### src/sv/dtd_pkg.sv
// ----------------------------------------------------------------------------
// dtd_pkg
// Shared types and constants of the depth temporal delta stage.
// ----------------------------------------------------------------------------
package dtd_pkg;

  localparam int MAX_PIXELS = 524288;
  localparam int IDX_W      = $clog2(MAX_PIXELS);
  localparam int SIZE_W     = $clog2(MAX_PIXELS + 1);

  localparam int DEPTH_W    = 15;
  localparam int ZCNT_W     = 8;
  localparam int DIFF_W     = 16;
  localparam int OFFSET_W   = 15;
  localparam int FRAME_W    = 20;
  localparam int CFG_IDX_W  = 2;
  localparam int CFG_DATA_W = 20;

  localparam logic [FRAME_W-1:0] FRAME_PIXELS_RST = FRAME_W'(524288);
  localparam logic [DEPTH_W-1:0] CHANGE_THR_RST   = '0;
  localparam logic [ZCNT_W-1:0]  INVALID_THR_RST  = ZCNT_W'(2);

  typedef enum logic [CFG_IDX_W-1:0] {
    CFG_FRAME_PIXELS = 2'd0,
    CFG_CHANGE_THR   = 2'd1,
    CFG_INVALID_THR  = 2'd2
  } cfg_reg_e;

  // One frame store entry: held depth and zero-run count.
  typedef struct packed {
    logic [DEPTH_W-1:0] held;
    logic [ZCNT_W-1:0]  zcnt;
  } entry_t;

  typedef struct packed {
    logic             en;
    logic [IDX_W-1:0] idx;
    entry_t           entry;
  } store_wr_t;

endpackage

### src/sv/dtd_update.sv
// ----------------------------------------------------------------------------
// dtd_update
// Per-pixel update rule: new held depth, new zero-run count and the signed
// difference for one pixel.
// ----------------------------------------------------------------------------
module dtd_update (
  input  logic [dtd_pkg::DEPTH_W-1:0]   depth_i,
  input  logic                          key_i,
  input  dtd_pkg::entry_t               old_i,
  input  logic [dtd_pkg::DEPTH_W-1:0]   change_thr_i,
  input  logic [dtd_pkg::ZCNT_W-1:0]    invalid_thr_i,
  output dtd_pkg::entry_t               new_o,
  output logic signed [dtd_pkg::DIFF_W-1:0] diff_o
);

  logic [dtd_pkg::ZCNT_W-1:0]  cnt_inc;
  logic [dtd_pkg::DEPTH_W-1:0] abs_delta;

  always_comb begin
    cnt_inc   = (old_i.zcnt == '1) ? old_i.zcnt : old_i.zcnt + dtd_pkg::ZCNT_W'(1);
    abs_delta = (old_i.held > depth_i) ? old_i.held - depth_i : depth_i - old_i.held;

    new_o  = old_i;
    diff_o = '0;
    priority if (key_i) begin
      new_o.held = depth_i;
      new_o.zcnt = dtd_pkg::ZCNT_W'(depth_i == '0);
      diff_o     = $signed({1'b0, depth_i});
    end else begin
      priority if (old_i.held == '0) begin
        // empty pixel takes any valid depth
        if (depth_i != '0) begin
          new_o.held = depth_i;
        end
      end else if (depth_i == '0) begin
        new_o.zcnt = cnt_inc;
        if (cnt_inc >= invalid_thr_i) begin
          new_o.held = '0;
          new_o.zcnt = '0;
        end
      end else begin
        new_o.zcnt = '0;
        if (abs_delta > change_thr_i) begin
          new_o.held = depth_i;
        end
      end
      diff_o = $signed({1'b0, new_o.held}) - $signed({1'b0, old_i.held});
    end
  end

endmodule

### config.mk
export PLATFORM = sky130hd
export DESIGN_NAME = dtd_update
export DESIGN_NICKNAME = d
export VERILOG_FILES = /design/src/sv/dtd_pkg.sv /design/src/sv/dtd_update.sv
export SDC_FILE = /design/constraint.sdc
export NUM_CORES = 1
export LEC_CHECK = 0
export BUFFER_PORTS_ARGS = -buffer_cell sky130_fd_sc_hd__buf_2
export CAP_MARGIN = 20
export CELL_PAD_IN_SITES_DETAIL_PLACEMENT = 0
export CELL_PAD_IN_SITES_GLOBAL_PLACEMENT = 1
export CORE_MARGIN = 2
export CORE_UTILIZATION = 40
export DETAILED_ROUTE_END_ITERATION = 16
export PLACE_DENSITY = 0.83
export SLEW_MARGIN = 5
export SYNTH_ARGS = -nofsm -noshare
export SYNTH_HDL_FRONTEND = slang
export SYNTH_SLANG_ARGS = --single-unit
### constraint.sdc
create_clock -name vclk -period 6.5
set_input_delay 0 -clock vclk [all_inputs]
set_output_delay 0 -clock vclk [all_outputs]
set_load 0.05 [all_outputs]
==> results.yml, run 1 <==
route:
  viasPerCell: 5.56
  detail-route-antenna-nets: 0
  drc_errors: 0
  initialDrtViolationCount: 288
  drt_wl_total_um: 11900
  dr.pass1.iters: 4
  vias: 4166
  wl_per_cell_um: 15.9
global_route:
  grt_pass1_wl_um: 18900
  grt_max_degree: 37
  antenna_found_initial: 0
  grt_overflow: 0
  grt_use_total_pct: 22.2
  first_global_vias: 3855
clock_tree:
  post_cts_buffers: 0
  cts_hold_buffers: 0
  cts_resized: 0
timing:
  final_max_slew_viol_count: 0
  fin_crit_ps: 6150
  worstMarginPinSlew_ps: 1030
  relSlewSlack_pct: 30.8
  max_freq_ghz: 0.163
  setup-tns-final_ps: 0
  hold-worst-slack_ps: 433
  hold_viol_final: 0
  finalSetupViolCount: 0
  fin_crit_sh_pct: 94.5
  rsz0062_at_grt: "no"
yosys:
  synthXorXnorAreaFrac_pct: 4.83
  yosys.area_share.simple_pct: 21.2
  avgSynthCellArea_um2: 7.06
  synth_top_family_by_area: "compound AO/OA/AOI/OAI gates"
  syn_nets: 673
  ys_seq_area_share_pct: 0
  netlist_area_um2: 3800
  muxShareOfSynthArea_pct: 13.1
  synthCells: 539
  synth_fa_ha_area_share_pct: 24.3
  synth-compound-area-share_pct: 27.8
  ys_types: 53
  yosysWarnings: 0
layout:
  post-route-util_pct: 47.4
  drive_gt1_share_pct: 19.7
  nClkBuffers: 0
  final_common_cell: "buf_2"
  diodes: 0
  final_nets: 756
  layout_common_cells: "buf_2, ha_1, a21oi_1, inv_1"
  seq_cells: 0
  syn_to_final_growth_pct: 15.2
  fillers: 983
  seqCellArea_um2: 0
floorplanning:
  initial_core_util_pct: 41.2
  std_cell_rows: 35
  core-area_um2: 9240
  die_area_um2: 10300
  die_w_um: 102
  ios: 101
  fp.dieH_um: 102
worst_setup_path:
  required_ps: 6500
  path_class: "in -> out"
  worstPathArrival_ps: 6150
  cp_max_fo: 14
  start_kind: "input pin"
  worstSetupEndpointType: "output port"
placement:
  globalplace.congestion: 0.895
  io_buffers: 101
  dp_hpwl_um: 10200
pwr:
  leakagePower_nw: 2.21
  peakVddDrop_v: 0.000135
  power.density_nw_per_um2: 184
job:
  cap_viol_max_count: 0
worst_hold_path:
  hold_path.class: "in -> out"
run_status:
  status: "finished, final reports clean"
where the power goes:
part | switching [W] | internal (W) | total, W
sequential | 0 | 0 | 0
clock | 0 | 0 | 0
combinational | 0.000516 | 0.000293 | 0.000808
worst max-delay path, stage by stage:
cell and delay, ps:
buf_2 180, inv_1 120, ha_2 440, nand4_1 180, or4_1 560, o21ai_1 110, a21oi_2 40, buf_4 220
mux2i_1 200, xnor2_1 170, ha_1 280, a211oi_1 230, nor2_1 90, o31ai_2 280, a31oi_4 180, a21oi_4 330
mux2_2 380, ha_1 230, fa_1 440, nor2b_1 170, o31a_1 180, o31ai_1 140, a211o_1 360, a311oi_1 280
clkbuf_4 300
path summary, 6_finish.rpt:
path,from,endpoint,depth (start not counted)
min,old_i[7],new_o[7],4
max,depth_i[11],diff_o[14],25
stage by stage:
stage               std cells  setup WS, ps  instance area, um^2  power (W)
floorplan                 539           616                 3800   0.000627
global placement          749           331                 4370   0.000792
detailed placement        749           301                 4370   0.000800
CTS                       749           277                 4370   0.000803
global route              749          3.09                 4380   0.000876
finish                    749           354                 4380   0.000808
cell families (layout without fill, tap and decap cells):
group,Yosys count,after routing
AOI/OAI and AO/OA,168,168
xor gates and xnor gates,21,21
adders and majority gates,72,72
buffers and inverters,79,160
muxes,49,49
and+or+nand+nor,150,150
per-layer routing:
metal	track usage [%]	vias up	wire length, um
met4	3.12	0	198
met5	0	-	0
met1	33.4	1925	5850
met2	35.8	118	5320
li1	-	2113	-
met3	0.966	10	566
synthesized netlist by cell type (5+ instances only):
library cell	number	share of area, %
a21oi_1	61	8.0
o21ai_1	18	2.4
nor3_1	9	1.2
nand3_1	15	2.0
nor2b_1	8	1.3
o21bai_1	5	0.99
mux2i_1	43	11
inv_1	56	5.5
nand2_1	43	4.2
ha_1	69	23
a211oi_1	7	1.4
clkbuf_1	7	0.69
buf_2	12	1.6
nor3b_1	7	1.4
o31ai_1	6	1.2
a21o_1	14	2.8
xnor2_1	15	3.5
o21ai_0	28	3.7
nor2_1	30	3.0
nand2b_1	8	1.3
xor2_1	6	1.4
o21a_1	9	1.8
nand4_1	12	2.0
area by class of cell:
| type | count | area, um^2 | share of cell area (%) |
|---|---|---|---|
| Inverter | 56 | 210 | 4.80 |
| Multi-Input combinational cell | 460 | 3480 | 79.4 |
| Tap cell | 129 | 161 | 3.68 |
| Timing Repair Buffer | 104 | 531 | 12.1 |
(Power assumes the default switching activity.)
==> run 2: changes to the inputs <==
--- a/config.mk
+++ b/config.mk
@@ -12,6 +12,7 @@
 export CORE_MARGIN = 2
 export CORE_UTILIZATION = 40
 export DETAILED_ROUTE_END_ITERATION = 16
+export MAX_ROUTING_LAYER = met4
 export PLACE_DENSITY = 0.83
 export SLEW_MARGIN = 5
 export SYNTH_ARGS = -nofsm -noshare
==> results.yml, run 2 (synthesized netlist as in run 1, its figures left out) <==
run_status:
  status: "finished, final reports clean"
layout:
  drive_gt1_share_pct: 19.2
  final_nets: 756
  nClkBuffers: 0
  final_common_cell: "buf_2"
  seqCellArea_um2: 0
  postLayoutCellArea_um2: 4370
  seq_cells: 0
  diodes: 0
  syn_to_final_growth_pct: 14.9
  fin_cells: 749
  post-route-util_pct: 47.3
  layout_common_cells: "buf_2, ha_1, a21oi_1, inv_1"
floorplanning:
  fp.dieH_um: 102
  die_w_um: 102
  die_area_um2: 10300
  std_cell_rows: 35
  core-area_um2: 9240
  initial_core_util_pct: 41.2
  ios: 101
timing:
  fin_crit_ps: 6190
  max_freq_ghz: 0.162
  fin_crit_sh_pct: 95.2
  final_max_slew_viol_count: 0
  rsz0062_at_grt: "no"
  relSlewSlack_pct: 28.8
  worstMarginPinSlew_ps: 1060
  hold_viol_final: 0
  setup-tns-final_ps: 0
  finalSetupViolCount: 0
placement:
  globalplace.congestion: 0.890
  placed_area_um2: 4370
  dp_hpwl_um: 10100
  io_buffers: 101
  dp.cells: 749
worst_setup_path:
  start_kind: "input pin"
  worstPathArrival_ps: 6190
  path_class: "in -> out"
  worstSetupEndpointType: "output port"
  required_ps: 6500
  cp_max_fo: 14
global_route:
  antenna_found_initial: 0
  grt_use_total_pct: 22.6
  grt_pass1_wl_um: 18500
  grt_max_degree: 37
  first_global_vias: 3679
  grt_overflow: 0
route:
  detail-route-antenna-nets: 0
  wl_per_cell_um: 15.9
  initialDrtViolationCount: 262
  vias: 4113
  drc_errors: 0
  viasPerCell: 5.49
  drt_wl_total_um: 11900
  dr.pass1.iters: 5
pwr:
  peakVddDrop_v: 0.000141
  leakagePower_nw: 2.22
  power.density_nw_per_um2: 184
worst_hold_path:
  hold_path.class: "in -> out"
clock_tree:
  cts_hold_buffers: 0
job:
  cap_viol_max_count: 0
run 2: area by class of cell:
type | count | area [um^2]
Fill cell | 978 | 4870
Inverter | 56 | 210
Multi-Input combinational cell | 460 | 3470
Tap cell | 129 | 161
Timing Repair Buffer | 104 | 528
run 2: worst paths after layout:
| kind | cells after the start | to | from |
|---|---|---|---|
| worst max-delay path | 24 | diff_o[12] | depth_i[12] |
| worst min-delay path | 4 | new_o[6] | old_i[6] |
run 2: metrics by stage:
step / hold WS [ps] / total power (W) / setup slack, ps
global placement: 431 / 0.000791 / 375
finish: 433 / 0.000803 / 314
detailed placement: 429 / 0.000796 / 369
global route: 460 / 0.000874 / 81.8
floorplan: 288 / 0.000627 / 616
CTS: 429 / 0.000799 / 351
run 2: timing repair:
| item | 4_1_cts | 5_1_grt |
|---|---|---|
| endpoints found under the setup margin | 0 | 1 |
| resized for setup | 0 | 1 |
| setup buffers | 0 | 0 |
run 2: power by group:
part	switching (W)	total (W)	internal (W)
Sequential	0	0	0
Combinational	0.000513	0.000803	0.000290
Clock	0	0	0
Total	0.000513	0.000803	0.000290
run 2: routing by layer:
layer | global-route usage [%] | part of all wire, % | vias to the layer above
met5 | - | 0 | -
met4 | 2.39 | 1.4 | 0
met3 | 0.0690 | 4.1 | 11
met2 | 33.8 | 44 | 105
met1 | 34.9 | 50 | 1889
li1 | - | - | 2108
run 2: worst max-delay path: stages:
cell and delay, ps:
buf_2 190, inv_1 110, ha_1 530, nand4_1 210, or4_1 510, o21ai_1 130
a21oi_2 40, buf_4 230, mux2_1 350, xnor2_1 130, ha_1 300, nand4_1 130
o41ai_2 430, a31oi_4 90, a21oi_4 310, mux2i_1 330, ha_1 330, nor2b_1 160
o31a_1 270, o31ai_1 480, a21oi_1 180, o21a_1 210, o31ai_1 220, buf_2 310
